`src/sv/y2b_pkg.sv`:
```
package y2b_pkg;

    localparam int FracBits     = 16;
    localparam int ChanBits     = 8;
    localparam int OffBits      = ChanBits + 1;
    localparam int ProdBits     = 27;
    localparam int AccBits      = ProdBits + 1;

    localparam logic signed [OffBits-1:0]  LumaOffset   = 9'sd16;
    localparam logic signed [OffBits-1:0]  ChromaOffset = 9'sd128;

    localparam logic signed [ProdBits-1:0] KLuma = 27'sd76309;
    localparam logic signed [ProdBits-1:0] KRCr  = 27'sd104597;
    localparam logic signed [ProdBits-1:0] KGCb  = 27'sd25664;
    localparam logic signed [ProdBits-1:0] KGCr  = 27'sd53268;
    localparam logic signed [ProdBits-1:0] KBCb  = 27'sd132201;

    localparam logic [ChanBits-1:0] ChanMax = 8'd255;
    localparam logic [ChanBits-1:0] ChanMin = 8'd0;

    typedef struct packed {
        logic [ChanBits-1:0] luma_first;
        logic [ChanBits-1:0] chroma_blue;
        logic [ChanBits-1:0] luma_second;
        logic [ChanBits-1:0] chroma_red;
    } macropixel_t;

    typedef struct packed {
        logic [ChanBits-1:0] blue_first;
        logic [ChanBits-1:0] green_first;
        logic [ChanBits-1:0] red_first;
        logic [ChanBits-1:0] blue_second;
        logic [ChanBits-1:0] green_second;
        logic [ChanBits-1:0] red_second;
    } pixel_pair_t;

    typedef struct packed {
        logic signed [ProdBits-1:0] b_cb;
        logic signed [ProdBits-1:0] g_cb;
        logic signed [ProdBits-1:0] g_cr;
        logic signed [ProdBits-1:0] r_cr;
    } chroma_prod_t;

    typedef struct packed {
        logic [ChanBits-1:0] blue;
        logic [ChanBits-1:0] green;
        logic [ChanBits-1:0] red;
    } bgr_t;

endpackage

```
`src/sv/y2b_product.sv`:
```
module y2b_product (
    input  logic                                   clk,
    input  logic                                   rst_n,
    input  logic                                   valid,
    input  y2b_pkg::macropixel_t                   macropixel,
    output logic                                   prod_valid,
    output logic signed [y2b_pkg::ProdBits-1:0]    luma_first,
    output logic signed [y2b_pkg::ProdBits-1:0]    luma_second,
    output y2b_pkg::chroma_prod_t                  chroma
);

    logic                                   off_valid_reg;
    logic signed [y2b_pkg::OffBits-1:0]     y0_off_reg;
    logic signed [y2b_pkg::OffBits-1:0]     y1_off_reg;
    logic signed [y2b_pkg::OffBits-1:0]     u_off_reg;
    logic signed [y2b_pkg::OffBits-1:0]     v_off_reg;
    logic signed [y2b_pkg::OffBits-1:0]     y0_off_next;
    logic signed [y2b_pkg::OffBits-1:0]     y1_off_next;
    logic signed [y2b_pkg::OffBits-1:0]     u_off_next;
    logic signed [y2b_pkg::OffBits-1:0]     v_off_next;

    logic                                   prod_valid_reg;
    logic signed [y2b_pkg::ProdBits-1:0]    yl0_reg;
    logic signed [y2b_pkg::ProdBits-1:0]    yl1_reg;
    y2b_pkg::chroma_prod_t                  chroma_reg;
    logic signed [y2b_pkg::ProdBits-1:0]    yl0_next;
    logic signed [y2b_pkg::ProdBits-1:0]    yl1_next;
    y2b_pkg::chroma_prod_t                  chroma_next;

    always_comb
    begin
        y0_off_next = $signed({1'b0, macropixel.luma_first})  - y2b_pkg::LumaOffset;
        y1_off_next = $signed({1'b0, macropixel.luma_second}) - y2b_pkg::LumaOffset;
        u_off_next  = $signed({1'b0, macropixel.chroma_blue}) - y2b_pkg::ChromaOffset;
        v_off_next  = $signed({1'b0, macropixel.chroma_red})  - y2b_pkg::ChromaOffset;
    end

    always_comb
    begin
        yl0_next         = y2b_pkg::ProdBits'(y0_off_reg) * y2b_pkg::KLuma;
        yl1_next         = y2b_pkg::ProdBits'(y1_off_reg) * y2b_pkg::KLuma;
        chroma_next.b_cb = y2b_pkg::ProdBits'(u_off_reg) * y2b_pkg::KBCb;
        chroma_next.g_cb = y2b_pkg::ProdBits'(u_off_reg) * y2b_pkg::KGCb;
        chroma_next.g_cr = y2b_pkg::ProdBits'(v_off_reg) * y2b_pkg::KGCr;
        chroma_next.r_cr = y2b_pkg::ProdBits'(v_off_reg) * y2b_pkg::KRCr;
    end

    always_ff @(posedge clk or negedge rst_n)
    begin
        if (!rst_n)
        begin
            off_valid_reg  <= 1'b0;
            prod_valid_reg <= 1'b0;
        end
        else
        begin
            off_valid_reg  <= valid;
            prod_valid_reg <= off_valid_reg;
        end
    end

    always_ff @(posedge clk)
    begin
        y0_off_reg <= y0_off_next;
        y1_off_reg <= y1_off_next;
        u_off_reg  <= u_off_next;
        v_off_reg  <= v_off_next;
        yl0_reg    <= yl0_next;
        yl1_reg    <= yl1_next;
        chroma_reg <= chroma_next;
    end

    assign prod_valid  = prod_valid_reg;
    assign luma_first  = yl0_reg;
    assign luma_second = yl1_reg;
    assign chroma      = chroma_reg;

endmodule

```
`src/sv/y2b_channel.sv`:
```
module y2b_channel (
    input  logic                                   clk,
    input  logic                                   rst_n,
    input  logic                                   prod_valid,
    input  logic signed [y2b_pkg::ProdBits-1:0]    luma,
    input  y2b_pkg::chroma_prod_t                  chroma,
    output logic                                   pixel_valid,
    output y2b_pkg::bgr_t                          pixel
);

    logic                                   sum_valid_reg;
    logic signed [y2b_pkg::AccBits-1:0]     b_sum_reg;
    logic signed [y2b_pkg::AccBits-1:0]     g_sum_reg;
    logic signed [y2b_pkg::AccBits-1:0]     r_sum_reg;
    logic signed [y2b_pkg::AccBits-1:0]     b_sum_next;
    logic signed [y2b_pkg::AccBits-1:0]     g_sum_next;
    logic signed [y2b_pkg::AccBits-1:0]     r_sum_next;

    logic                                   pixel_valid_reg;
    y2b_pkg::bgr_t                          pixel_reg;
    y2b_pkg::bgr_t                          pixel_next;

    function automatic logic [y2b_pkg::ChanBits-1:0] clamp_chan(
        input logic signed [y2b_pkg::AccBits-1:0] acc
    );
        logic [y2b_pkg::ChanBits-1:0] res;
        if (acc[y2b_pkg::AccBits-1])
        begin
            res = y2b_pkg::ChanMin;
        end
        else if (|acc[y2b_pkg::AccBits-2:y2b_pkg::FracBits+y2b_pkg::ChanBits])
        begin
            res = y2b_pkg::ChanMax;
        end
        else
        begin
            res = acc[y2b_pkg::FracBits+y2b_pkg::ChanBits-1:y2b_pkg::FracBits];
        end
        return res;
    endfunction

    always_comb
    begin
        b_sum_next = y2b_pkg::AccBits'(luma) + y2b_pkg::AccBits'(chroma.b_cb);
        g_sum_next = y2b_pkg::AccBits'(luma) - y2b_pkg::AccBits'(chroma.g_cb)
                     - y2b_pkg::AccBits'(chroma.g_cr);
        r_sum_next = y2b_pkg::AccBits'(luma) + y2b_pkg::AccBits'(chroma.r_cr);
    end

    always_comb
    begin
        pixel_next.blue  = clamp_chan(b_sum_reg);
        pixel_next.green = clamp_chan(g_sum_reg);
        pixel_next.red   = clamp_chan(r_sum_reg);
    end

    always_ff @(posedge clk or negedge rst_n)
    begin
        if (!rst_n)
        begin
            sum_valid_reg   <= 1'b0;
            pixel_valid_reg <= 1'b0;
        end
        else
        begin
            sum_valid_reg   <= prod_valid;
            pixel_valid_reg <= sum_valid_reg;
        end
    end

    always_ff @(posedge clk)
    begin
        b_sum_reg <= b_sum_next;
        g_sum_reg <= g_sum_next;
        r_sum_reg <= r_sum_next;
        pixel_reg <= pixel_next;
    end

    assign pixel_valid = pixel_valid_reg;
    assign pixel       = pixel_reg;

endmodule

```
`src/sv/yuyv_to_bgr_converter_core.sv`:
```
// Pipeline: an accepted request passes the offset, multiply, sum and clamp
// registers in that order; done is high while the clamped pixels are registered.
// Throughput: one request per cycle; busy never rises, and the receiver
// cannot stall, so nothing holds the pipeline back.
// Reset: rst_n clears the valid bits of every stage; data registers are not reset.
module yuyv_to_bgr_converter_core (
    input  logic                   clk,
    input  logic                   rst_n,
    input  logic                   start,
    output logic                   busy,
    input  y2b_pkg::macropixel_t   macropixel,
    output logic                   done,
    output y2b_pkg::pixel_pair_t   pixels
);

    logic                                   prod_valid;
    logic signed [y2b_pkg::ProdBits-1:0]    yl_first;
    logic signed [y2b_pkg::ProdBits-1:0]    yl_second;
    y2b_pkg::chroma_prod_t                  chroma;
    logic                                   first_valid;
    logic                                   second_valid;
    y2b_pkg::bgr_t                          first_pixel;
    y2b_pkg::bgr_t                          second_pixel;

    assign busy = 1'b0;

    y2b_product u_product (
        .clk         (clk),
        .rst_n       (rst_n),
        .valid       (start & ~busy),
        .macropixel  (macropixel),
        .prod_valid  (prod_valid),
        .luma_first  (yl_first),
        .luma_second (yl_second),
        .chroma      (chroma)
    );

    y2b_channel u_channel_first (
        .clk         (clk),
        .rst_n       (rst_n),
        .prod_valid  (prod_valid),
        .luma        (yl_first),
        .chroma      (chroma),
        .pixel_valid (first_valid),
        .pixel       (first_pixel)
    );

    y2b_channel u_channel_second (
        .clk         (clk),
        .rst_n       (rst_n),
        .prod_valid  (prod_valid),
        .luma        (yl_second),
        .chroma      (chroma),
        .pixel_valid (second_valid),
        .pixel       (second_pixel)
    );

    always_comb
    begin
        pixels.blue_first   = first_pixel.blue;
        pixels.green_first  = first_pixel.green;
        pixels.red_first    = first_pixel.red;
        pixels.blue_second  = second_pixel.blue;
        pixels.green_second = second_pixel.green;
        pixels.red_second   = second_pixel.red;
    end

    assign done = first_valid & second_valid;

endmodule

```
`config.mk`:
```
export PLATFORM = sky130hd
export DESIGN_NAME = yuyv_to_bgr_converter_core
export DESIGN_NICKNAME = d
export VERILOG_FILES = /design/src/sv/y2b_pkg.sv /design/src/sv/y2b_product.sv /design/src/sv/y2b_channel.sv /design/src/sv/yuyv_to_bgr_converter_core.sv
export SDC_FILE = /design/constraint.sdc
export NUM_CORES = 1
export LEC_CHECK = 0
export ABC_CLOCK_PERIOD_IN_PS = 4000
export BUFFER_PORTS_ARGS = -buffer_cell sky130_fd_sc_hd__buf_2
export CAP_MARGIN = 10
export CORE_AREA = 2 2 216 218
export DETAILED_ROUTE_END_ITERATION = 16
export DIE_AREA = 0 0 218 220
export PLACE_DENSITY = 0.84
export REMOVE_ABC_BUFFERS = 1
export SLEW_MARGIN = 5
export SYNTH_ARGS = -nofsm -noshare
export SYNTH_HDL_FRONTEND = slang
export SYNTH_HIERARCHICAL = 1
export SYNTH_SLANG_ARGS = --single-unit
```
`constraint.sdc`:
```
create_clock -name clk -period 4 [get_ports clk]
set_input_delay 0.2 -clock clk [delete_from_list [all_inputs] [get_ports clk]]
set_output_delay 0.2 -clock clk [all_outputs]
set_load 0.005 [all_outputs]
```
==> run metrics <==
ANT nets after route 0; DR vias 21200; fraction of layout cells with a size suffix above 1 15.9%; PD cells 886 mW/mm2; cell area after synthesis 0.0261 mm2; CP bufs+invs 3; top post-synthesis cells by count ha_1 (566), inv_1 (388), dfxtp_1 (298), nor2_1 (188), a21oi_1 (163); critical path required time 4.44 ns; critical path, cell by cell buf_4, ha_4, ha_4, inv_2, fa_2, inv_2, fa_2, fa_1, ha_4, o21ai_2, o21bai_2, a221o_1, a211oi_2, o221ai_1, xor2_1; global-route wire length before repair 109000 um; Antenna diodes 0; die footprint 0.0480 mm2; iteration-0 DRC count of the detailed router 1456; Placed Cells 3553; Sink Count 304; top cells by area, synth ha_1 (27%), dfxtp_1 (23%), fa_1 (12%), inv_1 (5.6%), a21oi_1 (3.1%); DRT Pass-1 Iters 7; CP peak stage delay 0.54 ns; worst reg-to-reg path cell count 15; worst vdd ir 695 uV; P&R area growth vs syn 17.8%; crit share post-route 100%; Netlist cell types 95; slowest cell on the critical path fa_2; Largest register FFs 90; status finished, violations left; final hold violations 0; Synth Flop Type dfxtp_1; vias in the first global route 21300; final setup margin -0.0114 ns; post-synthesis register bit count 304; routability congestion estimate 0.978; pin count of the biggest net entering global routing 16; Worst Hold Class in2reg; top-count cell post-synth ha_1; WL/cell 19.4 um; crit-path max FO 7; Core Box Area 0.0459 mm2; die height 220 um; setup TNS -0.0114 ns; Synth top area share 27.1%; Overall Power 27.3 mW; number of synthesis warnings 6; drt total wl 71300 um; CTS Buf Count 36; R2R setup slack -0.01 ns; Seq/Total Area, Yosys 23.4%; initial antenna violation count 0; Slew @ Worst Pin 0.807 ns; RSZ-0062 raised after global routing yes; WS Path Type reg2reg; achievable frequency 0.249 GHz; design area 0.0307 mm2; clk_skew 0.0274 ns; violated checks setup timing; dpl hpwl 57000 um; Root Driver clkbuf_16; Setup-failing EPs final 1; cell taking the most area after synthesis ha_1; hold_ws 0.282 ns; final routed DRC violation total 0; CTS tree done; GRT overflow 0; post-layout min period 4.01 ns; arrival time worst endpoint 4.45 ns; CTS clock-pin slew for the worst setup and hold paths 0.06 ns; clk_lat worst skew 0.56 ns; Rows 79; Syn Inst Count 2753; CTS Buffer Depth 3; CP Capture Point u_product/chroma[106]$_DFF_P_; syn_area_per_cell 9.48 um2; max-cap viol count 0; area of placed instances 0.0282 mm2; I/O Buffers 83; r2r endpoint u_product/chroma[106]$_DFF_P_; vias per cell 5.77; ys async rst share 1.97%; Setup crit end kind flip-flop; critical path's most frequent cell ha_4; Critical Path Stages 15; Worst path top cell family by delay adder cells; CTS H-tree depth 2; worst r2r src u_product/u_off_reg[1]$_DFF_P_; Tot GR Track Use 28.9%; IO Count 85; Initial Util 56.9%; Layout Cells excl Fill 3667; max-slew violation count 0; Die W 218 um; Worst Setup SP u_product/u_off_reg[1]$_DFF_P_; Max-slew headroom 45.5%; Worst setup SP type flip-flop; count of flip-flops with a built-in enable after synthesis 0; # nets final 3792; leakage 15.5 nW
placed cells by master (no fill, tap or decap), types with 64 or more instances in the layout:
cell type    n
ha_1       524
inv_1      380
dfxtp_1    281
nor2_1     187
buf_4      157
fa_1       149
a21oi_1    146
nand2_1    119
xnor2_1     85
buf_2       83
o21ai_0     83
a21o_1      64
xor2_1      64
cells by family after synthesis:
group	count (synthesis)	share of synthesized area [%]
multiplexers	5	0.192
flip-flops	304	23.4
AND/OR/NAND/NOR	552	10.1
buffers and inverters	433	6.50
XOR/XNOR	150	5.03
other	2	0.0288
AO/OA/AOI/OAI	584	15.5
adder cells (fa/ha/maj)	723	39.2
through the flow:
step | setup slack (ns) | utilization, %
final | -0.0114 | 67.0
after global routing | -0.133 | 67.0
after floorplan | -0.207 | -
after CTS | -0.0275 | 65.6
after detailed placement | -0.323 | 61.4
after global placement | -0.205 | 61.4
layout make-up:
class                      instances  area (um2)
clock inverter                    17         256
fill                            3484       15100
multi-input combinational       2023       19100
tap                              607         759
timing repair buffer             281        2010
sequential                       304        6150
clock buffer                      47        1010
inverter                         388        1460
routing by layer:
metal  up-vias  share of wire, %  track usage [%]
met2       692                46             48.0
met5         -                 0                0
met1     10100                43             38.0
met4         0               4.7             12.2
li1      10200                 -                -
met3       225               6.3             3.91
worst min path at each step:
stage	start	end	cells after the start
3_5_place_dp	rst_n	u_product/off_valid_reg$_DFF_PN0_	1
5_1_grt	macropixel[3]	u_product/v_off_reg[3]$_DFF_P_	2
2_1_floorplan	rst_n	u_channel_first/pixel_valid$_DFF_PN0_	0
3_3_place_gp	rst_n	u_product/off_valid_reg$_DFF_PN0_	1
4_1_cts	macropixel[25]	u_product/y0_off_reg[1]$_DFF_P_	2
6_report	macropixel[24]	u_product/y0_off_reg[0]$_DFF_P_	2
where the power goes:
group / internal (mW) / leakage, nW / switching, mW / total, mW
Combinational: 7.75 / 12.3 / 10.4 / 18.2
Sequential: 4.44 / 2.58 / 1.17 / 5.61
Clock: 2.14 / 0.619 / 1.34 / 3.48
timing repair:
action / CTS / global route
pin swaps: 27 / 55
hold endpoints to repair: 41 / 0
resized for setup: 43 / 134
hold buffers: 39 / 0
setup buffers: 6 / 7
endpoints found under the setup margin: 38 / 48
Note: power is estimated with default switching activity, not from simulation.
